**src/rtl/rtg_pkg.sv**
```systemverilog
package rtg_pkg;

    // Serial multiplier operand and product widths
    localparam int unsigned OPW = 33;
    localparam int unsigned PW  = 2 * OPW + 1;
    // Wide signed width used before saturation
    localparam int unsigned SW  = PW + 1;

    // CORDIC table length and step counter width
    localparam int unsigned TAB_LEN = 24;
    localparam int unsigned STEP_W  = 5;

    // Binary angle constants, full turn is 2^32
    localparam logic [31:0] QUARTER_TURN = 32'h4000_0000;
    localparam logic [31:0] HALF_TURN    = 32'h8000_0000;
    // round(2^32 / (2*pi))
    localparam logic [31:0] INV_TWO_PI   = 32'd683565276;
    // CORDIC start value, Q2.30 inverse gain
    localparam logic signed [33:0] CORDIC_GAIN = 34'sd652032874;

    // Mode codes; any other code behaves as hover
    localparam logic [1:0] MODE_CIRCLE = 2'd0;
    localparam logic [1:0] MODE_SQUARE = 2'd1;

    // Command function codes
    localparam logic FUNC_TICK  = 1'b0;
    localparam logic FUNC_START = 1'b1;

    // Configuration register indexes
    localparam logic [2:0] REG_MODE   = 3'd0;
    localparam logic [2:0] REG_RADIUS = 3'd1;
    localparam logic [2:0] REG_RATE   = 3'd2;
    localparam logic [2:0] REG_SIDE   = 3'd3;
    localparam logic [2:0] REG_HOLD_X = 3'd4;
    localparam logic [2:0] REG_HOLD_Y = 3'd5;
    localparam logic [2:0] REG_HOLD_Z = 3'd6;
    localparam logic [2:0] REG_TICK   = 3'd7;

    // One command item
    typedef struct packed {
        logic               func;
        logic signed [31:0] cur_x;
        logic signed [31:0] cur_y;
        logic signed [31:0] cur_z;
    } cmd_t;

    // One setpoint item
    typedef struct packed {
        logic signed [31:0] set_x;
        logic signed [31:0] set_y;
        logic signed [31:0] set_z;
        logic signed [31:0] vel_x;
        logic signed [31:0] vel_y;
        logic signed [31:0] acc_x;
        logic signed [31:0] acc_y;
        logic [15:0]        heading;
        logic signed [31:0] heading_rate;
    } setpoint_t;

    // Arctangent of 2^-i as a Q0.32 binary angle, full turn is 2^32
    function automatic logic [31:0] atan_entry(input logic [STEP_W-1:0] idx);
        logic [31:0] val;
        case (idx)
            5'd0:    val = 32'h2000_0000;
            5'd1:    val = 32'h12E4_051E;
            5'd2:    val = 32'h09FB_385B;
            5'd3:    val = 32'h0511_11D4;
            5'd4:    val = 32'h028B_0D43;
            5'd5:    val = 32'h0145_D7E1;
            5'd6:    val = 32'h00A2_F61E;
            5'd7:    val = 32'h0051_7C55;
            5'd8:    val = 32'h0028_BE53;
            5'd9:    val = 32'h0014_5F2F;
            5'd10:   val = 32'h000A_2F98;
            5'd11:   val = 32'h0005_17CC;
            5'd12:   val = 32'h0002_8BE6;
            5'd13:   val = 32'h0001_45F3;
            5'd14:   val = 32'h0000_A2FA;
            5'd15:   val = 32'h0000_517D;
            5'd16:   val = 32'h0000_28BE;
            5'd17:   val = 32'h0000_145F;
            5'd18:   val = 32'h0000_0A30;
            5'd19:   val = 32'h0000_0518;
            5'd20:   val = 32'h0000_028C;
            5'd21:   val = 32'h0000_0146;
            5'd22:   val = 32'h0000_00A3;
            5'd23:   val = 32'h0000_0051;
            default: val = 32'h0000_0000;
        endcase
        return val;
    endfunction

    // Sign extension of a 32-bit value to the wide width
    function automatic logic signed [SW-1:0] sext32(input logic signed [31:0] v);
        return {{(SW-32){v[31]}}, v};
    endfunction

    // Clamp a wide signed value to the 32-bit signed range
    function automatic logic signed [31:0] sat32(input logic signed [SW-1:0] v);
        logic signed [31:0] res;
        if (v[SW-1:31] == '0 || v[SW-1:31] == '1) begin
            res = v[31:0];
        end
        else if (v[SW-1]) begin
            res = 32'sh8000_0000;
        end
        else begin
            res = 32'sh7FFF_FFFF;
        end
        return res;
    endfunction

endpackage

```
**src/rtl/rtg_cordic.sv**
```systemverilog
module rtg_cordic
    import rtg_pkg::*;
#(
    parameter int unsigned CORDIC_STEPS = 16
)
(
    input  logic               clk,
    input  logic               rst_n,
    input  logic               start,
    input  logic [31:0]        angle,
    output logic               done,
    output logic signed [33:0] cos_val,
    output logic signed [33:0] sin_val
);

    logic signed [33:0]  x_reg, x_next;
    logic signed [33:0]  y_reg, y_next;
    logic signed [32:0]  z_reg, z_next;
    logic [STEP_W-1:0]   i_reg, i_next;
    logic                flip_reg, flip_next;
    logic                run_reg, run_next;
    logic                done_reg, done_next;
    logic [31:0]         rot;
    logic [31:0]         red;
    logic signed [33:0]  dx;
    logic signed [33:0]  dy;
    logic signed [32:0]  tab;

    // Range reduction on start, then one rotation step per cycle.
    always_comb
    begin
        rot = angle + QUARTER_TURN;
        red = rot[31] ? (angle + HALF_TURN) : angle;
        dx  = y_reg >>> i_reg;
        dy  = x_reg >>> i_reg;
        tab = {1'b0, atan_entry(i_reg)};

        x_next    = x_reg;
        y_next    = y_reg;
        z_next    = z_reg;
        i_next    = i_reg;
        flip_next = flip_reg;
        run_next  = run_reg;
        done_next = 1'b0;
        if (start)
        begin
            flip_next = rot[31];
            z_next    = {red[31], red};
            x_next    = CORDIC_GAIN;
            y_next    = '0;
            i_next    = '0;
            run_next  = 1'b1;
        end
        else if (run_reg)
        begin
            if (!z_reg[32])
            begin
                x_next = x_reg - dx;
                y_next = y_reg + dy;
                z_next = z_reg - tab;
            end
            else
            begin
                x_next = x_reg + dx;
                y_next = y_reg - dy;
                z_next = z_reg + tab;
            end
            i_next = i_reg + STEP_W'(1);
            if (i_reg == STEP_W'(CORDIC_STEPS - 1))
            begin
                run_next  = 1'b0;
                done_next = 1'b1;
            end
        end
    end

    // Control registers
    always_ff @(posedge clk or negedge rst_n)
    begin
        if (!rst_n)
        begin
            run_reg  <= 1'b0;
            done_reg <= 1'b0;
            i_reg    <= '0;
        end
        else
        begin
            run_reg  <= run_next;
            done_reg <= done_next;
            i_reg    <= i_next;
        end
    end

    // Datapath registers
    always_ff @(posedge clk)
    begin
        x_reg    <= x_next;
        y_reg    <= y_next;
        z_reg    <= z_next;
        flip_reg <= flip_next;
    end

    assign done    = done_reg;
    assign cos_val = flip_reg ? -x_reg : x_reg;
    assign sin_val = flip_reg ? -y_reg : y_reg;

endmodule

```
**config.mk**
```make
export PLATFORM = sky130hd
export DESIGN_NAME = rtg_cordic
export DESIGN_NICKNAME = d
export VERILOG_FILES = /design/src/rtl/rtg_pkg.sv /design/src/rtl/rtg_cordic.sv
export SDC_FILE = /design/constraint.sdc
export NUM_CORES = 1
export LEC_CHECK = 0
export BUFFER_PORTS_ARGS = -buffer_cell sky130_fd_sc_hd__buf_4
export CAP_MARGIN = 5
export CELL_PAD_IN_SITES_DETAIL_PLACEMENT = 2
export CELL_PAD_IN_SITES_GLOBAL_PLACEMENT = 2
export CORE_MARGIN = 5
export CORE_UTILIZATION = 39
export CTS_BUF_LIST = sky130_fd_sc_hd__clkbuf_4
export DETAILED_ROUTE_END_ITERATION = 6
export GPL_TIMING_DRIVEN = 0
export PLACE_DENSITY_LB_ADDON = 0.1
export SKIP_CTS_REPAIR_TIMING = 1
export SYNTH_ARGS = -nofsm -noshare
export SYNTH_HDL_FRONTEND = slang
export SYNTH_SLANG_ARGS = --single-unit
export TNS_END_PERCENT = 30
```
**constraint.sdc**
```tcl
create_clock -name clk -period 7.2 [get_ports clk]
set_clock_uncertainty 0.2 [all_clocks]
set_input_delay 0 -clock clk [delete_from_list [all_inputs] [get_ports clk]]
set_output_delay 0 -clock clk [all_outputs]
set_load 0.01 [all_outputs]
```
# Word level (Yosys, flattened, before mapping)
# Memories as Yosys holds them, arrays and structs flattened.
# Index checks and enable logic that the tools add are counted.
[op_classes]
n_addsub = 11
eq_ne = 1
n_shift = 2
n_mux = 16
reduce_logical = 1
[ops]
columns = ["cell", "count"]
rows = [
  ["$mux 34", 4],
  ["$mux 33", 3],
  ["$add 34x34->34", 2],
  ["$neg 34->34", 2],
  ["$sshr 34x5->34", 2],
  ["$sub 34x34->34", 2],
  ["$add 33x33->33", 1],
  ["$sub 33x33->33", 1],
  ["$add 32x31->32 const B", 1],
  ["$add 32x32->32 const B", 1],
  ["$mux 32", 1],
  ["$mux 5", 2],
  ["$mux 1", 6],
  ["$add 5x1->5 const B", 1],
  ["$eq 5x4->1 const B", 1],
  ["$reduce_bool 2->1", 1],
]
[word_totals]
ff_bits = 109
rom_bits = 960
inputBits = 35
output_inout_bits = 69
wordCells = 39
mem_count = 1
[memory_table]
columns = ["memory", "depth", "word_bits", "read_ports", "rd_clocked_by_memory_dff", "write_ports", "line_no", "text"]
rows = [
  ["(name not given)", 32, 30, 1, 0, 0, "rtg_pkg.sv:63", "case (idx)"],
]

# Longest topological paths before layout
# Gate-level depths: netlist of run 1.
# An unclocked memory read counts as a cell.
[depth]
word_depth = 5
ltp_mapped = 30
mapped_depth_nobuf = 24

# Worst setup path after synthesis of run 1
# OpenSTA, ideal clock, no wires.
[synth_timing]
path_type = "reg-to-reg"
from = "register i_reg[1]"
to = "register z_reg[24], data pin"
setup_time_ps = 266
arrival_ps = 5421
t_required_ps = 6734
path_slack_ps = 1313
path_stages_with_launch = 26
n_path_buf = 4
period_less_slack_ps = 5887
path_cell_list = "dfrtp_1 -> buf_2 -> inv_2 -> buf_2 -> buf_2 -> ha_1 -> clkbuf_1 -> inv_1 -> a211oi_1 -> o32ai_1 -> nor3_2 -> nand3_1 -> or3_1 -> nand2_1 -> xor2_1 -> ha_1 -> a21o_1 -> a21oi_1 -> o311ai_0 -> a41o_1 -> a211o_1 -> nand2_1 -> a21boi_0 -> or4_1 -> a211oi_1 -> a311oi_1"
[synth_via]
elab_chain_len = 5
elab_cells_between_ends = 6
classes_between = "add/sub (2); mux (3); memory (1)"
[synth_rtl]
columns = ["item", "line_no", "text"]
rows = [
  ["start: declaration", "rtg_cordic.sv:19", "logic [STEP_W-1:0] i_reg, i_next;"],
  ["start signal: assignment", "rtg_cordic.sv:90", "i_reg <= i_next;"],
  ["$mem_v2 32x30 *", "-", ""],
  ["$sub 33x33->33 / $add 33x33->33 (equally long branches)", "rtg_cordic.sv:60, rtg_cordic.sv:66", ""],
  ["$mux 33 *", "rtg_cordic.sv:56", "if (!z_reg[32])"],
  ["$mux 33 *", "rtg_cordic.sv:54", "else if (run_reg)"],
  ["$mux 33 *", "rtg_cordic.sv:45", "if (start)"],
  ["named net z_next[24]", "rtg_cordic.sv:18", "logic signed [32:0] z_reg, z_next;"],
  ["end signal: assignment", "rtg_cordic.sv:99", "z_reg <= z_next;"],
  ["end: declaration", "rtg_cordic.sv:18", ""],
]
# Mark *: on every way through the listed nets, which the timed path passes. The rest lies on a longest branch. The select of a mux whose other input is x is not followed.
# A chain may end at the register's enable or synchronous reset.

# Worst setup path after layout of run 1
[layout_timing]
from = "register i_reg[2]"
to = "register z_reg[21], data pin"
# The elaborated chain is that of the path after synthesis.

==> impl_metrics.toml, run 1 <==
[run_status]
status = "finished with violations"
violations = "hold timing, capacitance limit, slew limit, setup timing"

[global_routing]
grt_usage_pct = 42.1
first_global_vias = 22500
grt_max_degree = 34
grt_pass1_wl_um = 162000
globalRoute.busiestLayer = "met2"
grt_use_met2_pct = 67.9
antenna_found_initial = 7
grt_overflow = 0
met3_usage_pct = 13.8
grt_use_met1_pct = 49.0

[pwr]
swShare_pct = 59.4
power.total_w = 0.0132
p_seq_share_pct = 9.8
clkPwrFrac_pct = 2.9
p_int_w = 0.00537
switching_power_w = 0.00785
ir_drop_uv = 382
leakage_nw = 8.94
pwr-share-comb_pct = 87.3
power_density_nw_per_um2 = 622

[worst_setup_path]
cp.required_ns = 7.46
cp-start-kind = "register"
crit_fanout = 10
worst-endpoint-arrival_ns = 7.77
critPathLaunch = "i_reg[2]"
r2r_cells = 23
cp-end-kind = "register"
r2r_start = "i_reg[2]"
path_class = "register to register"

[routing]
routed_wl_um = 123000
ant_nets = 0
firstDrtPassIters = 6
drtIter0Drc = 2649
drcViolationCount = 0
routedWlPerCell_um = 39.9
viasPerCell = 7.17
vias = 22100

[die]
die_x_um = 228
ios = 104
dieArea_sq_um = 51900
fp.dieH_um = 228
core_area_sq_um = 46800
row_count = 79
start_util_pct = 39.6

[run]
drv_cap = 1

[layout]
fin_nets = 2612
layout_common_cells = "228 x nand2_1, 206 x nor2_1, 161 x xnor2_1, 158 x a21oi_1, 130 x buf_4"
stdcell_area_sq_um = 21300
layout_commonest_cell = "nand2_1"
layout-drive-gt1-share_pct = 17.4
finalNonFillerCells = 3082
synthToLayoutAreaGrowth_pct = 14.8

[clocking]
cts_buffers = 9
clkTransAtPathRegs_ns = 0.27
ctsRootBufferMaster = "clkbuf_4"
clock_latency_ns = 0.72
cts.path.max_buffers = 2
cts_tree = "built"
cts_max_level = 3
cts_sinks = 109

[synth]
synth_cell_types = 118
syn_area_per_cell_sq_um = 8.13
synth-seq-cells = 109
synth-async-reset-ratio_pct = 6.42
yosys-top-cells-area = "mux4_2 8.5%, xnor2_1 7.7%, ha_1 7.6%, dfxtp_1 7.4%, mux2i_1 6.1%"
yosysTopAreaCell = "mux4_2"
yosys_warnings = 0
synth.net_count = 2427
synthFlopType = "dfxtp_1"
synth_top_area_share_pct = 8.51
netlist_instances = 2277
ys_seq_area_share_pct = 13.8
synth_edf_count = 34
synth_area_sq_um = 18500

[timing]
slew_headroom_pct = -2.06
maxSlewViolCount = 11
final_hold_viol_count = 4
finalCritPeriodShare_pct = 104
worst_pin_slew_ns = 1.53
hold-worst-slack_ns = -0.0310
finalSetupViolCount = 12
fmax_mhz = 133
setup_slack_ns = -0.311
period_minus_slack_ns = 7.51
rsz0062_at_grt = "true"

[place]
place_area_sq_um = 20100
dp.cells = 2988
finalWeightedCongestion = 1.06
dp_hpwl_um = 91400
numPortBuffers = 103

[hold_path]
worstHoldStart = "angle[23]"
min_path_type = "input port to register"
holdPathStages = 4
==> routing by layer <==
metal	routed length (um)	vias to the layer above	part of all wire, %
met1	44600	11200	36
met5	202	-	0.16
met2	54600	1554	44
li1	-	8796	-
met4	10700	8	8.7
met3	12900	547	11
==> layout make-up <==
| type | count | area [sq um] |
|---|---|---|
| Fill cell | 5138 | 25500 |
| Multi-Input combinational cell | 1924 | 14900 |
| Sequential cell | 109 | 2560 |
| Timing Repair Buffer | 176 | 1500 |
| Buffer | 191 | 1210 |
| Tap cell | 607 | 759 |
| Inverter | 51 | 198 |
| Clock buffer | 10 | 75.1 |
| Clock inverter | 6 | 46.3 |
| Antenna cell | 8 | 20.0 |
==> logic make-up after synthesis <==
group	share of synthesized area [%]
AND/OR/NAND/NOR	18.7
flip-flops	13.8
buffers and inverters	7.20
XOR/XNOR	11.5
adder cells (fa/ha/maj)	7.89
multiplexers	18.0
AO/OA/AOI/OAI	22.8
==> per-stage QoR <==
| stage | worst slack (ns) | setup TNS [ns] | utilization (%) |
|---|---|---|---|
| 2_1_floorplan | 1.31 | 0 | - |
| 3_3_place_gp | -1.05 | -10.09 | 42.9 |
| 3_5_place_dp | -1.25 | -16.51 | 42.9 |
| 4_1_cts | -1.32 | -18.33 | 43.2 |
| 5_1_grt | -0.365 | -2.39 | 45.5 |
| 6_report | -0.311 | -2.07 | 45.5 |
==> cells in the mapped netlist, types with 21 or more instances <==
cell type,count
o21ai_0,126
a31oi_1,45
a21oi_1,166
mux4_2,70
o22ai_1,23
buf_2,35
nand2b_1,29
nand3_1,37
ha_1,112
or3_1,24
nand2_1,230
clkbuf_1,92
buf_6,21
xnor2_1,162
nor3_1,37
inv_1,45
a21o_1,60
edfxtp_1,34
nor2_1,211
o31ai_1,27
nor2b_1,24
xor2_1,77
dfxtp_1,68
a211oi_1,27
mux2i_1,112
==> critical path: stages (launching register included) <==
cell and delay, ns:
dfrtp_2 0.56, buf_2 0.26, buf_4 0.23, inv_2 0.22, clkbuf_4 0.34, buf_4 0.32, buf_2 0.39, o211ai_1 0.18
nand3_1 0.20, o21ai_2 0.14, ha_1 0.31, nand2_1 0.08, o21ai_0 0.20, ha_1 0.36, a21o_1 0.19, a21oi_1 0.24
o21ai_0 0.27, o41ai_2 0.72, o31ai_2 0.27, a211oi_1 0.49, o21bai_1 0.14, a21oi_1 0.21, xor2_1 0.11, o21ai_0 0.60
==> power by group through the flow <==
stage | Sequential, W | Clock (W) | Combinational, W
5_1_grt | 0.00131 | 0.000399 | 0.0121
4_1_cts | 0.00127 | 0.000374 | 0.0107
2_1_floorplan | 0.00113 | 0 | 0.00718
3_3_place_gp | 0.00125 | 0 | 0.00978
3_5_place_dp | 0.00128 | 0 | 0.0106
6_report | 0.00130 | 0.000385 | 0.0115
==> worst paths after layout <==
kind	slack (ns)	to
min	-0.03	z_reg[23]
min reg2reg	0.41	y_reg[0]
max	-0.31	z_reg[21]
min in group asynchronous	0.06	done
max in group asynchronous	6.42	i_reg[3]
max reg2reg	-0.31	z_reg[21]
(Power assumes the default switching activity.)
==> inputs of run 2 (changes only) <==
Settings changed: BUFFER_PORTS_ARGS -buffer_cell sky130_fd_sc_hd__buf_4 to -buffer_cell sky130_fd_sc_hd__buf_2, REMOVE_ABC_BUFFERS set to 1.
==> run 2 against run 1 <==
  * The run now ends clean
  * Power shrank 14%
  * Non-clock buffer count shrank 170
  * Largest power group unchanged
  * Worst setup slack gained 0.52 ns
  * Final cell count shrank 5.6%
==> impl_metrics.toml, run 2 (synthesis gave the netlist of run 1 again) <==
[hold_path]
min_path_type = "input port to register"

[place]
finalWeightedCongestion = 0.938
dp_hpwl_um = 57900
numPortBuffers = 103

[pwr]
clkPwrFrac_pct = 3.2
swShare_pct = 55.3
p_seq_share_pct = 15.3
p_int_w = 0.00508
pwr-share-comb_pct = 81.5
power_density_nw_per_um2 = 565
ir_drop_uv = 286
switching_power_w = 0.00629
leakage_nw = 8.34

[worst_setup_path]
path_class = "register to register"
path_delay_family = "compound AO/OA/AOI/OAI gates"
cp-end-kind = "register"
crit_fanout = 30
cp_cell_sequence = "inv_4, ha_1, inv_1, a211oi_1, o32ai_1, nor3_2, nand3_1, or3_1, nor3_2, or2_2, xnor2_1, ha_1, a21o_1, a21o_1, or3_1, a211oi_1, o31ai_2, a21o_1, a21oi_1, xor2_1, o21ai_0"
timing.critical_path.buf_inv = 2
cp.required_ns = 7.44
crit_top_cell = "a21o_1"
slowest_delay_ns = 0.70
cpMaxStageDelayCell = "dfrtp_4"
cp-start-kind = "register"
worst-endpoint-arrival_ns = 7.23

[timing]
finalSetupViolCount = 0
hold-worst-slack_ns = 0.0406
setup_tns_ns = 0
finalCritPeriodShare_pct = 97.1
maxSlewViolCount = 0
fmax_mhz = 143
period_minus_slack_ns = 6.99
final_hold_viol_count = 0
slew_headroom_pct = 20.2
worst_pin_slew_ns = 1.19

[global_routing]
antenna_found_initial = 3
grt_overflow = 0
grt_usage_pct = 28.1
first_global_vias = 19000
grt_max_degree = 77
grt_pass1_wl_um = 117000

[routing]
routed_wl_um = 78500
viasPerCell = 6.36
firstDrtPassIters = 5
drcViolationCount = 0
routedWlPerCell_um = 27.0
drtIter0Drc = 1191
ant_nets = 0
vias = 18500

[die]
ios = 104
fp.dieH_um = 228
die_x_um = 228
row_count = 79
dieArea_sq_um = 51900
core_area_sq_um = 46800
start_util_pct = 39.6

[clocking]
clkTransAtPathRegs_ns = 0.22
ctsRootBufferMaster = "clkbuf_4"
cts_sinks = 109
cts_max_level = 3
clock_latency_ns = 0.68
cts.path.max_buffers = 2
cts_buffers = 9
cts_tree = "built"

[layout]
layout_commonest_cell = "nand2_1"
layout-drive-gt1-share_pct = 13.8
layout_common_cells = "227 x nand2_1, 210 x nor2_1, 166 x a21oi_1, 162 x xnor2_1, 126 x o21ai_0"
fin_nets = 2442
synthToLayoutAreaGrowth_pct = 8.61

[run]
drv_cap = 0

[run_status]
status = "finished, final reports clean"
## run 2: cell count changes in the layout (fill, tap and decap cells not counted), sizes merged, moves of 2 or more
cell,delta
inv,+2
clkbuf,-112
dlygate4sd3,+11
diode,-3
buf,-69
## run 2: per-stage QoR
| stage | power (W) | utilization, % | instances | worst slack (ns) | instance area (sq um) |
|---|---|---|---|---|---|
| 2_1_floorplan | 0.00817 | - | 2084 | -2.41 | 17400 |
| 3_3_place_gp | 0.0104 | 39.9 | 2794 | -5.56 | 18700 |
| 3_5_place_dp | 0.0108 | 40.7 | 2808 | -0.901 | 19000 |
| 4_1_cts | 0.0112 | 41.0 | 2824 | -0.932 | 19200 |
| 5_1_grt | 0.0124 | 43.0 | 2909 | -0.138 | 20100 |
| 6_report | 0.0114 | 43.0 | 2909 | 0.208 | 20100 |
## run 2: worst paths after layout
| check | slack (ns) | start | endpoint | depth (start not counted) |
|---|---|---|---|---|
| min | 0.04 | angle[14] | z_reg[14] | 4 |
| max in group asynchronous | 6.43 | rst_n | i_reg[4] | 3 |
| min in group asynchronous | 0.05 | rst_n | done | 3 |
| min reg2reg | 0.39 | y_reg[1] | y_reg[1] | 2 |
| max | 0.21 | i_reg[1] | z_reg[29] | 21 |
| max reg2reg | 0.21 | i_reg[1] | z_reg[29] | 21 |
## run 2: cell type report
| type | count | area (sq um) |
|---|---|---|
| diodes | 5 | 12.5 |
| clock buffers | 9 | 67.6 |
| clock inverters | 7 | 68.8 |
| fillers | 5298 | 26600 |
| inverters | 51 | 199 |
| multi-input cells | 1924 | 14700 |
| flip-flops and latches | 109 | 2580 |
| well taps | 607 | 759 |
| repair buffers | 197 | 1710 |
## run 2: power groups by stage
stage | Sequential [W] | Clock (W) | Combinational [W]
final | 0.00174 | 0.000365 | 0.00926
after global routing | 0.00178 | 0.000404 | 0.0102
after CTS | 0.00173 | 0.000380 | 0.00908
after detailed placement | 0.00174 | 0 | 0.00901
after global placement | 0.00181 | 0 | 0.00854
after floorplan | 0.00142 | 0 | 0.00675
## run 2: worst reg2reg max path: cells and delay by family (launching register included)
kind	cells	cell delay, ns
AOI/OAI and AO/OA	9	2.19
and+or+nand+nor	6	1.90
adders and majority gates	2	0.89
DFF	1	0.70
buffers and inverters	2	0.57
xor gates and xnor gates	2	0.29
## run 2: layer usage
layer	global-route usage, %	routed length [um]
met1	37.6	34500
met2	47.8	38000
met3	3.81	3680
met4	7.68	2280
met5	0	0
