--- config.mk ---
export PLATFORM = sky130hd
export DESIGN_NAME = rtg_mul
export DESIGN_NICKNAME = d
export VERILOG_FILES = /design/src/rtl/rtg_pkg.sv /design/src/rtl/rtg_mul.sv
export SDC_FILE = /design/constraint.sdc
export NUM_CORES = 1
export LEC_CHECK = 0
export BUFFER_PORTS_ARGS = -buffer_cell sky130_fd_sc_hd__buf_2
export CORE_MARGIN = 2
export CORE_UTILIZATION = 35
export DETAILED_ROUTE_END_ITERATION = 10
export PLACE_DENSITY = 0.56
export SYNTH_ARGS = -nofsm -noshare
export SYNTH_HDL_FRONTEND = slang
export SYNTH_SLANG_ARGS = --single-unit
--- constraint.sdc ---
create_clock -name clk -period 6.2 [get_ports clk]
set_input_delay 0.93 -clock clk [delete_from_list [all_inputs] [get_ports clk]]
set_output_delay 0.93 -clock clk [all_outputs]
set_load 0.01 [all_outputs]
--- src/rtl/rtg_pkg.sv ---
package rtg_pkg;

    // Serial multiplier operand and product widths
    localparam int unsigned OPW = 33;
    localparam int unsigned PW  = 2 * OPW + 1;
    // Wide signed width used before saturation
    localparam int unsigned SW  = PW + 1;

    // CORDIC table length and step counter width
    localparam int unsigned TAB_LEN = 24;
    localparam int unsigned STEP_W  = 5;

    // Binary angle constants, full turn is 2^32
    localparam logic [31:0] QUARTER_TURN = 32'h4000_0000;
    localparam logic [31:0] HALF_TURN    = 32'h8000_0000;
    // round(2^32 / (2*pi))
    localparam logic [31:0] INV_TWO_PI   = 32'd683565276;
    // CORDIC start value, Q2.30 inverse gain
    localparam logic signed [33:0] CORDIC_GAIN = 34'sd652032874;

    // Mode codes; any other code behaves as hover
    localparam logic [1:0] MODE_CIRCLE = 2'd0;
    localparam logic [1:0] MODE_SQUARE = 2'd1;

    // Command function codes
    localparam logic FUNC_TICK  = 1'b0;
    localparam logic FUNC_START = 1'b1;

    // Configuration register indexes
    localparam logic [2:0] REG_MODE   = 3'd0;
    localparam logic [2:0] REG_RADIUS = 3'd1;
    localparam logic [2:0] REG_RATE   = 3'd2;
    localparam logic [2:0] REG_SIDE   = 3'd3;
    localparam logic [2:0] REG_HOLD_X = 3'd4;
    localparam logic [2:0] REG_HOLD_Y = 3'd5;
    localparam logic [2:0] REG_HOLD_Z = 3'd6;
    localparam logic [2:0] REG_TICK   = 3'd7;

    // One command item
    typedef struct packed {
        logic               func;
        logic signed [31:0] cur_x;
        logic signed [31:0] cur_y;
        logic signed [31:0] cur_z;
    } cmd_t;

    // One setpoint item
    typedef struct packed {
        logic signed [31:0] set_x;
        logic signed [31:0] set_y;
        logic signed [31:0] set_z;
        logic signed [31:0] vel_x;
        logic signed [31:0] vel_y;
        logic signed [31:0] acc_x;
        logic signed [31:0] acc_y;
        logic [15:0]        heading;
        logic signed [31:0] heading_rate;
    } setpoint_t;

    // Arctangent of 2^-i as a Q0.32 binary angle, full turn is 2^32
    function automatic logic [31:0] atan_entry(input logic [STEP_W-1:0] idx);
        logic [31:0] val;
        case (idx)
            5'd0:    val = 32'h2000_0000;
            5'd1:    val = 32'h12E4_051E;
            5'd2:    val = 32'h09FB_385B;
            5'd3:    val = 32'h0511_11D4;
            5'd4:    val = 32'h028B_0D43;
            5'd5:    val = 32'h0145_D7E1;
            5'd6:    val = 32'h00A2_F61E;
            5'd7:    val = 32'h0051_7C55;
            5'd8:    val = 32'h0028_BE53;
            5'd9:    val = 32'h0014_5F2F;
            5'd10:   val = 32'h000A_2F98;
            5'd11:   val = 32'h0005_17CC;
            5'd12:   val = 32'h0002_8BE6;
            5'd13:   val = 32'h0001_45F3;
            5'd14:   val = 32'h0000_A2FA;
            5'd15:   val = 32'h0000_517D;
            5'd16:   val = 32'h0000_28BE;
            5'd17:   val = 32'h0000_145F;
            5'd18:   val = 32'h0000_0A30;
            5'd19:   val = 32'h0000_0518;
            5'd20:   val = 32'h0000_028C;
            5'd21:   val = 32'h0000_0146;
            5'd22:   val = 32'h0000_00A3;
            5'd23:   val = 32'h0000_0051;
            default: val = 32'h0000_0000;
        endcase
        return val;
    endfunction

    // Sign extension of a 32-bit value to the wide width
    function automatic logic signed [SW-1:0] sext32(input logic signed [31:0] v);
        return {{(SW-32){v[31]}}, v};
    endfunction

    // Clamp a wide signed value to the 32-bit signed range
    function automatic logic signed [31:0] sat32(input logic signed [SW-1:0] v);
        logic signed [31:0] res;
        if (v[SW-1:31] == '0 || v[SW-1:31] == '1) begin
            res = v[31:0];
        end
        else if (v[SW-1]) begin
            res = 32'sh8000_0000;
        end
        else begin
            res = 32'sh7FFF_FFFF;
        end
        return res;
    endfunction

endpackage

--- src/rtl/rtg_mul.sv ---
module rtg_mul
    import rtg_pkg::*;
(
    input  logic                  clk,
    input  logic                  rst_n,
    input  logic                  start,
    input  logic signed [OPW-1:0] mcand,
    input  logic signed [OPW-1:0] mplier,
    output logic                  done,
    output logic signed [PW-1:0]  product
);

    localparam int unsigned CW = $clog2(OPW);

    logic signed [OPW:0]   hi_reg, hi_next;
    logic [OPW-1:0]        lo_reg, lo_next;
    logic signed [OPW-1:0] mc_reg, mc_next;
    logic [CW-1:0]         cnt_reg, cnt_next;
    logic                  run_reg, run_next;
    logic                  done_reg, done_next;
    logic                  last;
    logic signed [OPW+1:0] addend;
    logic signed [OPW+1:0] sum;

    // One multiplier bit per cycle; the sign bit is weighted negatively.
    always_comb
    begin
        last   = (cnt_reg == CW'(OPW - 1));
        addend = {{2{mc_reg[OPW-1]}}, mc_reg};
        if (last)
        begin
            addend = -addend;
        end
        if (!lo_reg[0])
        begin
            addend = '0;
        end
        sum = {hi_reg[OPW], hi_reg} + addend;

        hi_next   = hi_reg;
        lo_next   = lo_reg;
        mc_next   = mc_reg;
        cnt_next  = cnt_reg;
        run_next  = run_reg;
        done_next = 1'b0;
        if (start)
        begin
            hi_next  = '0;
            lo_next  = mplier;
            mc_next  = mcand;
            cnt_next = '0;
            run_next = 1'b1;
        end
        else if (run_reg)
        begin
            hi_next  = sum[OPW+1:1];
            lo_next  = {sum[0], lo_reg[OPW-1:1]};
            cnt_next = cnt_reg + CW'(1);
            if (last)
            begin
                run_next  = 1'b0;
                done_next = 1'b1;
            end
        end
    end

    // Control registers
    always_ff @(posedge clk or negedge rst_n)
    begin
        if (!rst_n)
        begin
            run_reg  <= 1'b0;
            done_reg <= 1'b0;
            cnt_reg  <= '0;
        end
        else
        begin
            run_reg  <= run_next;
            done_reg <= done_next;
            cnt_reg  <= cnt_next;
        end
    end

    // Datapath registers
    always_ff @(posedge clk)
    begin
        hi_reg <= hi_next;
        lo_reg <= lo_next;
        mc_reg <= mc_next;
    end

    assign done    = done_reg;
    assign product = {hi_reg, lo_reg};

endmodule

# After elaboration in Yosys (flattened, before gate mapping)
# Index checks and enable logic that the tools add are counted.
# word_totals
ff_bits,108
latchBits,0
mem_bits_rw,0
rom_bits,0
in_bits,69
output_inout_bits,68
word_cells,23
memories,0
# op_classes
addsub,3
multipliers,0
div_mod_pow,0
magnitude_cmp,0
n_eq_ne,1
shift,0
muxes,12
n_bitwise,0
reduce_logical,1
# ops
cell,n
$mux W35,2
$mux W33,2
$add A35 B35 Y35,1
$neg A33 Y35,1
$mux W6,2
$add A6 B1 Y6 const B,1
$eq A6 B6 Y1 const B,1
$mux W1,6
$reduce_bool A2 Y1,1

# Depth between registers and ports, before layout
# Gate-level depths: netlist (run 1).
# logic_depth
ltp_word,6
ltp_mapped,19
ltp_nobuf,17

# Worst setup path after synthesis (run 1)
# OpenSTA, ideal clock, no wires.
# synth_path
path_kind,reg2reg
start,register mc_reg[18]
end,register hi_reg[33]
setup_time_ns,0.067
t_arrival_ns,4.417
t_required_ns,6.133
path_slack_ns,1.716
stages_incl_launch_ff,18
path_buffers,2
period_less_slack_ns,4.484
cell_sequence,edfxtp_1 -> or3_1 -> or4_1 -> or2_1 -> buf_2 -> or4_2 -> o31ai_2 -> xor2_1 -> nor2b_1 -> ha_1 -> clkbuf_1 -> nand3_1 -> o21ai_0 -> o21ai_0 -> nor4bb_1 -> or4_4 -> a21o_1 -> a21oi_2
# synth_between
elab_chain_cells,4
# synth_lines
item,line,source
"start, declared",rtg_mul.sv:17,"logic signed [OPW-1:0] mc_reg, mc_next;"
"start signal, assigned",rtg_mul.sv:89,mc_reg <= mc_next;
$neg A33 Y35,rtg_mul.sv:32,addend = -addend;
$mux W35 *,rtg_mul.sv:30,if (last)
$mux W35 *,rtg_mul.sv:34,if (!lo_reg[0])
$add A35 B35 Y35 *,rtg_mul.sv:38,"sum = {hi_reg[OPW], hi_reg} + addend;"
"end signal, assigned",rtg_mul.sv:87,hi_reg <= hi_next;
"end, declared",rtg_mul.sv:15,"logic signed [OPW:0] hi_reg, hi_next;"
# Mark *: on every way between the ends. The rest lies on a longest branch, timed or not.
# A chain may end at the register's enable or synchronous reset.

# Final worst setup path (run 1)
# layout_path
start,register mc_reg[4]
end,register hi_reg[33]
# The elaborated chain is that of the path after synthesis.

==> impl_metrics.py, run 1 <==
metrics = {
    "status": {
        "status": "finished, final reports clean",
    },
    "sta": {
        "clock.fmax_mhz": 206,
        "slew_viol_final": 0,
        "finalClockSkew_ps": 12.8,
        "rsz0062_at_grt": "false",
        "hold_slack_ps": 411,
        "worst_slack_ps": 1360,
        "fin_setup_tns_ps": 0,
        "hold_violations": 0,
        "setup_viol": 0,
        "fin_crit_sh": 0.781,
        "slew_headroom": 0.195,
        "worstMarginPinSlew_ps": 1200,
        "fin_crit_ps": 4840,
    },
    "clocking": {
        "cts_max_level": 3,
        "root_buffer": "clkbuf_16",
        "worst_skew_pair.late_latency_ps": 360,
        "cts_hold_buf": 0,
        "cts_max_path_buffers": 2,
        "cts_tree": "built",
        "post-cts-setup-buffers": 0,
        "path_clk_slew_ps": 80,
        "cts_buffers": 9,
        "cts_sinks": 108,
        "post_cts_resized": 0,
    },
    "critical_path": {
        "reg2regPathDepth": 16,
        "crit_top_cell": "a21o_1",
        "worst-path-buf-inv": 0,
        "regToRegSetupSlack_ps": 1360,
        "cp-end-kind": "flop",
        "crit_path_cell_trace": "or4_4, nor4_1, nand2_1, or2_0, o41ai_2, o21ai_1, xor2_1, and2_1, ha_1, a21o_1, or3_1, o21ai_0, nor4bb_1, o211ai_1, a21o_1, a21oi_2",
        "crit_family": "simple AND/OR/NAND/NOR gates",
        "criticalPathCategory": "reg -> reg",
        "cp_max_fo": 8,
        "reg2reg_to": "hi_reg[33]",
        "worstPathArrival_ps": 5140,
        "max_stage_delay_ps": 570,
        "critPathRequiredTime_ps": 6500,
        "slowest_stage": "or4_4",
        "crit_path_start_kind": "flop",
        "reg2reg_from": "mc_reg[4]",
    },
    "layout": {
        "drive_gt1_frac": 0.253,
        "largest_reg_flops": 34,
        "nFillCells": 1910,
        "multiInputGateArea_um2": 3780,
        "layoutNonFillerInstCount": 1091,
        "diodes": 0,
        "fin_area_um2": 8090,
        "nets": 928,
        "area_delta_synth_final_pct": 18.1,
        "register_area_um2": 2860,
    },
    "yosys": {
        "synth.area.mux_share": 0.0705,
        "ys_seq_area_frac": 0.418,
        "yosysTopAreaCell": "edfxtp_1",
        "synth_nets": 812,
        "synth_edf_count": 66,
        "syn_area_um2": 6850,
        "synth.area.top_cells": "edfxtp_1, dfxtp_1, ha_1",
        "yosysUniqueCellTypes": 61,
        "synth_adder_area_share": 0.0705,
        "synthArstFlopShare": 0.0741,
        "synth_cells": 705,
        "synth_top_family_by_area": "simple AND/OR/NAND/NOR gates",
        "syn_area_per_cell_um2": 9.71,
        "synth_compound_area_frac": 0.168,
        "synth_seq_cells": 108,
        "ys_warn_count": 0,
        "synth_xor_area_frac": 0.0665,
        "synthSimpleGateAreaFrac": 0.176,
        "ys.flop_type": "edfxtp_1",
        "synth_top_cell_area_share": 0.289,
    },
    "drt": {
        "drc": 0,
        "antenna_left": 0,
        "drtIter0Drc": 335,
        "route.vias.total": 5618,
        "wire_per_inst_um": 16.4,
        "route.final.wire_length_mm": 17.8,
        "drtPass1Iterations": 5,
        "routed_via_density": 5.15,
    },
    "die": {
        "core_um2": 19300,
        "die_w_um": 144,
        "io-pin-count": 137,
        "initial_core_util": 0.354,
        "design.die.area_um2": 20700,
        "rows": 51,
        "fp.dieH_um": 144,
    },
    "global_route": {
        "grt_max_degree": 62,
        "grt_pass1_wl_mm": 29.0,
        "gr-total-overflow": 0,
        "antenna_found_initial": 1,
        "grt_pass1_vias": 5495,
        "grtUsageTotal": 0.179,
    },
    "place": {
        "hpwlAfterDp_mm": 13.6,
        "place_ws_ps": 1350,
        "post-place-cells": 1075,
        "port-buffer-count": 136,
        "place_congestion": 0.841,
        "post_dp_cell_area_um2": 7770,
    },
    "power_and_ir_drop": {
        "powerDensity_nw_per_um2": 284,
        "total_leakage_power_nw": 3.56,
        "ir_drop_v": 0.000128,
    },
    "min_path": {
        "hp-class": "in -> async",
    },
    "job": {
        "maxCapViolCount": 0,
    },
}
-- cell usage after synthesis, drive strengths merged, types with 6 or more instances --
cell type  count
nor2          54
edfxtp        66
ha            37
xor2          25
dfxtp         34
a31oi          8
a21oi         56
nand4         10
nand2         42
nor3          11
nand2b         6
dfrtp          8
o31ai          7
or4            8
and2          26
or2            7
nor2b         10
mux2i         10
inv           20
nand3         16
or3           13
o21a           9
o21ai         47
xnor2         27
clkbuf        31
mux2          34
a21o          24
-- layout by cell type, fill, tap and decap left out, types with 27 or more instances in the layout --
cell type and instances:
nand2_1 42, ha_1 37, dfxtp_1 34, xnor2_1 27, a21oi_1 55, mux2_2 34
edfxtp_1 66, buf_2 135, nor2_1 53, o21ai_0 45
-- layer usage --
layer  wire [µm]  part of all wire  up-vias  track usage
met2        7920              0.44      156        0.280
met4         266             0.015        0       0.0562
met5           0                 0        -            0
met3        1200             0.067       16       0.0443
met1        8460              0.47     2621        0.244
li1            -                 -     2825            -
-- layout make-up --
class / count / share of cell area
Multi-Input combinational cell: 541 / 0.467
Sequential cell: 108 / 0.354
Timing Repair Buffer: 141 / 0.0891
Tap cell: 265 / 0.0410
Clock buffer: 9 / 0.0278
Clock inverter: 7 / 0.0114
Inverter: 20 / 0.00928
-- cell families after synthesis --
kind of cell | Yosys count
multiplexers | 44
AND/OR/NAND/NOR | 223
XOR/XNOR | 52
buffers and inverters | 56
adder cells (fa/ha/maj) | 38
AO/OA/AOI/OAI | 184
flip-flops | 108
-- stage by stage --
| stage | total power [W] | util |
|---|---|---|
| 2_1_floorplan | 0.00145 | - |
| 3_3_place_gp | 0.00169 | 0.402 |
| 3_5_place_dp | 0.00169 | 0.402 |
| 4_1_cts | 0.00232 | 0.418 |
| 5_1_grt | 0.00244 | 0.418 |
| 6_report | 0.00230 | 0.418 |
-- worst max path at each step --
stage          startpoint    endpoint  slack, ps  cells after the start
2_1_floorplan  mc_reg[18]  hi_reg[33]       1720                     17
3_3_place_gp   mc_reg[18]  hi_reg[33]       1440                     15
3_5_place_dp    mc_reg[4]  hi_reg[33]       1350                     16
4_1_cts         mc_reg[4]  hi_reg[33]       1330                     16
5_1_grt         mc_reg[2]  hi_reg[33]        920                     16
6_report        mc_reg[4]  hi_reg[33]       1360                     16
-- power by group --
group	internal (W)	total, W	switching, W
Clock	0.000325	0.000626	0.000302
Combinational	0.000314	0.000705	0.000391
Sequential	0.000869	0.000967	0.0000974
No activity file was read; power rests on OpenSTA's default activity.
==> run 2: changes to the inputs <==
Clock period 6.2 ns to 4.95 ns, I/O delays scaled along.
==> run 2 against run 1 <==
  * Critical path depth shrank 2
  * Worst hold slack lost 200 ps
  * Worst setup slack lost 1100 ps
  * Critical endpoint unchanged
==> impl_metrics.py, run 2 (synthesis gave the netlist of run 1 again) <==
metrics = {
    "layout": {
        "nets": 940,
        "diodes": 0,
        "final_common_cell": "buf_2",
        "final_cell_mix": "buf_2, edfxtp_1, a21oi_1",
        "multiInputGateArea_um2": 3830,
        "layoutNonFillerInstCount": 1103,
        "largest_reg_flops": 34,
        "fin_util": 0.424,
        "area_delta_synth_final_pct": 19.7,
        "drive_gt1_frac": 0.270,
        "fin_area_um2": 8200,
        "nFillCells": 1913,
        "register_area_um2": 2860,
    },
    "critical_path": {
        "crit_path_start_kind": "flop",
        "reg2reg_to": "hi_reg[33]",
        "criticalPathCategory": "reg -> reg",
        "reg2reg_from": "mc_reg[4]",
        "reg2regPathDepth": 14,
        "cp-end-kind": "flop",
        "cp_max_fo": 8,
        "critPathRequiredTime_ps": 5250,
        "regToRegSetupSlack_ps": 240,
        "worstPathArrival_ps": 5000,
    },
    "die": {
        "design.die.area_um2": 20700,
        "io-pin-count": 137,
        "rows": 51,
        "core_um2": 19300,
        "initial_core_util": 0.354,
        "die_w_um": 144,
        "fp.dieH_um": 144,
    },
    "place": {
        "post_dp_cell_area_um2": 7860,
        "place_congestion": 0.872,
        "post-place-cells": 1087,
        "hpwlAfterDp_mm": 13.8,
        "place_ws_ps": 117,
        "port-buffer-count": 136,
    },
    "sta": {
        "fin_crit_sh": 0.951,
        "slew_viol_final": 0,
        "hold_violations": 0,
        "slew_headroom": 0.423,
        "fin_crit_ps": 4710,
        "worstMarginPinSlew_ps": 864,
        "clock.fmax_mhz": 212,
        "setup_viol": 0,
        "worst_slack_ps": 243,
        "finalClockSkew_ps": 9.98,
    },
    "status": {
        "status": "finished, final reports clean",
    },
    "min_path": {
        "hp-class": "in -> async",
    },
    "clocking": {
        "cts_max_level": 3,
        "cts_tree": "built",
        "post-cts-setup-buffers": 0,
        "cts_max_path_buffers": 2,
        "cts_sinks": 108,
        "cts_buffers": 9,
        "path_clk_slew_ps": 80,
        "worst_skew_pair.late_latency_ps": 360,
        "cts_hold_buf": 0,
        "root_buffer": "clkbuf_16",
    },
    "drt": {
        "drtIter0Drc": 402,
        "wire_per_inst_um": 16.4,
        "routed_via_density": 5.09,
        "drtPass1Iterations": 4,
        "antenna_left": 0,
        "route.vias.total": 5617,
        "route.final.wire_length_mm": 18.1,
        "drc": 0,
    },
    "power_and_ir_drop": {
        "total_leakage_power_nw": 3.63,
        "powerDensity_nw_per_um2": 346,
        "power_w": 0.00284,
        "ir_drop_v": 0.000158,
    },
    "global_route": {
        "antenna_found_initial": 1,
        "gr-total-overflow": 0,
        "grt_pass1_wl_mm": 28.9,
        "grt_max_degree": 43,
        "grtUsageTotal": 0.181,
        "grt_pass1_vias": 5473,
    },
    "job": {
        "maxCapViolCount": 0,
    },
}
## run 2: worst max path at each step
| stage | slack (ps) | start | to | cells past startpoint |
|---|---|---|---|---|
| final | 240 | mc_reg[4] | hi_reg[33] | 14 |
| after global routing | -5 | mc_reg[4] | hi_reg[27] | 16 |
| after CTS | 90 | mc_reg[4] | hi_reg[33] | 16 |
| after detailed placement | 120 | mc_reg[4] | hi_reg[33] | 16 |
| after global placement | 190 | mc_reg[4] | hi_reg[33] | 16 |
| after floorplan | 470 | mc_reg[18] | hi_reg[33] | 17 |
## run 2: power by group
group	leakage, nW	internal, W	switching, W
Sequential	1.06	0.00109	0.000117
Clock	0.139	0.000351	0.000366
Combinational	2.43	0.000412	0.000503
## run 2: area by class of cell
cell class              instances  share of cell area
flip-flops and latches        108               0.349
clock inverters                 7             0.00718
repair buffers                153              0.0989
clock buffers                   9              0.0275
well taps                     265              0.0405
inverters                      20             0.00916
multi-input cells             541               0.467
## run 2: repair_timing
action                     4_1_cts  5_1_grt
resized for setup                0        8
setup endpoints to repair        0        4
hold endpoints to repair         0        0
## run 2: routing by layer
metal | part of all wire | vias up | GRT usage
li1 | - | 2846 | -
met1 | 0.47 | 2589 | 0.249
met2 | 0.45 | 160 | 0.279
met3 | 0.068 | 20 | 0.0457
met4 | 0.015 | 2 | 0.0578
met5 | 0.00077 | - | 0
## run 2: worst max-delay path, stage by stage, from the launching register on
cell      delay, ps
edfxtp_1        430
or4_4           590
or4_4           630
o21ai_0         220
xnor2_1          80
and2_1          180
ha_1            410
nand2_1         120
or3_1           370
a211o_1         350
a31oi_2         320
nor4bb_4         90
or4_4           540
a21o_1          180
a21oi_2         120
## run 2: through the flow
stage,setup TNS (ps),hold slack [ps]
3_5_place_dp,0,479
2_1_floorplan,0,447
6_report,0,216
5_1_grt,-4.85,223
4_1_cts,0,208
3_3_place_gp,0,473
==> run 3: changes to the inputs <==
Settings changed: CORE_ASPECT_RATIO set to 0.9.
==> run 3 against run 2 <==
  * Critical path depth is 1 higher
  * Power grew 0.65%
  * Critical endpoint unchanged
  * Largest cell class unchanged
  * Core utilization rose by 0.15 points
==> impl_metrics.py, run 3 (synthesis gave the netlist of run 1 again) <==
metrics = {
    "sta": {
        "fin_crit_sh": 0.974,
        "setup_viol": 0,
        "slew_headroom": 0.368,
        "rsz0062_at_grt": "true",
        "hold_violations": 0,
        "worstMarginPinSlew_ps": 945,
        "fin_setup_tns_ps": 0,
        "slew_viol_final": 0,
        "fin_crit_ps": 4820,
        "hold_slack_ps": 214,
        "clock.fmax_mhz": 207,
        "finalClockSkew_ps": 10.5,
    },
    "clocking": {
        "worst_skew_pair.late_latency_ps": 360,
        "root_buffer": "clkbuf_16",
        "cts_buffers": 9,
        "cts_sinks": 108,
        "cts_max_path_buffers": 2,
        "post-cts-setup-buffers": 0,
        "cts_tree": "built",
        "cts_max_level": 3,
        "path_clk_slew_ps": 80,
    },
    "power_and_ir_drop": {
        "power_w": 0.00286,
        "powerDensity_nw_per_um2": 351,
        "total_leakage_power_nw": 3.62,
        "seqPwrFrac": 0.421,
        "switchingPower_w": 0.000999,
        "clkPwrFrac": 0.264,
        "intPower_w": 0.00186,
        "ir_drop_v": 0.000173,
        "pwr-share-comb": 0.315,
        "swShare": 0.350,
    },
    "critical_path": {
        "crit_path_start_kind": "flop",
        "reg2reg_from": "mc_reg[20]",
        "criticalPathCategory": "reg -> reg",
        "reg2reg_to": "hi_reg[33]",
        "cp-end-kind": "flop",
        "worstPathArrival_ps": 5110,
        "regToRegSetupSlack_ps": 130,
        "critPathRequiredTime_ps": 5240,
        "cp_max_fo": 9,
        "reg2regPathDepth": 15,
    },
    "drt": {
        "drc": 0,
        "drtIter0Drc": 418,
        "antenna_left": 0,
        "wire_per_inst_um": 15.8,
        "route.vias.total": 5490,
        "route.final.wire_length_mm": 17.2,
        "routed_via_density": 5.06,
        "drtPass1Iterations": 6,
    },
    "global_route": {
        "gr-total-overflow": 0,
        "antenna_found_initial": 0,
        "grt_pass1_vias": 5267,
        "grtUsageTotal": 0.170,
        "grt_pass1_wl_mm": 27.5,
        "grt_max_degree": 56,
    },
    "die": {
        "fp.dieH_um": 137,
        "rows": 48,
        "design.die.area_um2": 20700,
        "initial_core_util": 0.357,
        "die_w_um": 151,
        "core_um2": 19200,
        "io-pin-count": 137,
    },
    "layout": {
        "final_cell_mix": "buf_2, edfxtp_1, a21oi_1",
        "layoutNonFillerInstCount": 1084,
        "final_common_cell": "buf_2",
        "nFillCells": 1902,
        "diodes": 0,
        "drive_gt1_frac": 0.263,
        "nets": 936,
        "area_delta_synth_final_pct": 19.0,
        "largest_reg_flops": 34,
    },
    "place": {
        "place_congestion": 0.864,
        "hpwlAfterDp_mm": 13.0,
        "port-buffer-count": 136,
        "post-place-cells": 1068,
    },
    "status": {
        "status": "finished, final reports clean",
    },
    "min_path": {
        "hp-class": "in -> async",
    },
    "job": {
        "maxCapViolCount": 0,
    },
}
run 3: timing repair:
action | CTS | global route
endpoints found under the setup margin | 0 | 3
hold buffers | 0 | 0
resized for setup | 0 | 3
run 3: per-layer routing:
metal  track usage  wire length, µm  vias up  part of all wire
met5             0                0        -                 0
met3        0.0393             1080       15             0.063
li1              -                -     2833                 -
met4        0.0488              251        0             0.015
met1         0.256             8740     2490              0.51
met2         0.241             7090      152              0.41
run 3: final cells by class:
type | count | area (µm²) | area share
flip-flops and latches | 108 | 2860 | 0.351
repair buffers | 149 | 781 | 0.0958
clock buffers | 9 | 225 | 0.0276
inverters | 20 | 75.1 | 0.00921
well taps | 250 | 313 | 0.0384
clock inverters | 7 | 91.3 | 0.0112
multi-input cells | 541 | 3800 | 0.466
run 3: worst max-delay path by stage:
stage               cells past startpoint       start    endpoint
floorplan                              17  mc_reg[18]  hi_reg[33]
global placement                       16   mc_reg[4]  hi_reg[33]
detailed placement                     16   mc_reg[4]  hi_reg[33]
CTS                                    16   mc_reg[4]  hi_reg[33]
global route                           16   mc_reg[4]  hi_reg[33]
finish                                 15  mc_reg[20]  hi_reg[33]
run 3: power groups by stage:
stage	Combinational [W]	Clock (W)	Sequential (W)
4_1_cts	0.000896	0.000784	0.00120
5_1_grt	0.00101	0.000812	0.00122
3_3_place_gp	0.000886	0	0.00123
2_1_floorplan	0.000577	0	0.00124
3_5_place_dp	0.000892	0	0.00122
6_report	0.000899	0.000756	0.00120
run 3: through the flow:
step / setup slack, ps / util / cell area [µm²]
after floorplan: 466 / - / 6850
after detailed placement: 64.3 / 0.408 / 7810
after global routing: -48.0 / 0.425 / 8150
after global placement: 170 / 0.408 / 7810
after CTS: 45.6 / 0.424 / 8130
final: 128 / 0.425 / 8150
run 3: worst max-delay path: stages, from the launching register on:
cell      delay [ps]
edfxtp_1         430
or3_1            460
or4_1            430
or2_1            330
or4_2            740
o31ai_2          220
xor2_1           170
nor2b_1           80
ha_1             440
nand3_1          100
o21ai_0          170
o21ai_0          150
nor4bb_2         210
or4_4            530
a21o_1           180
a21oi_2          120
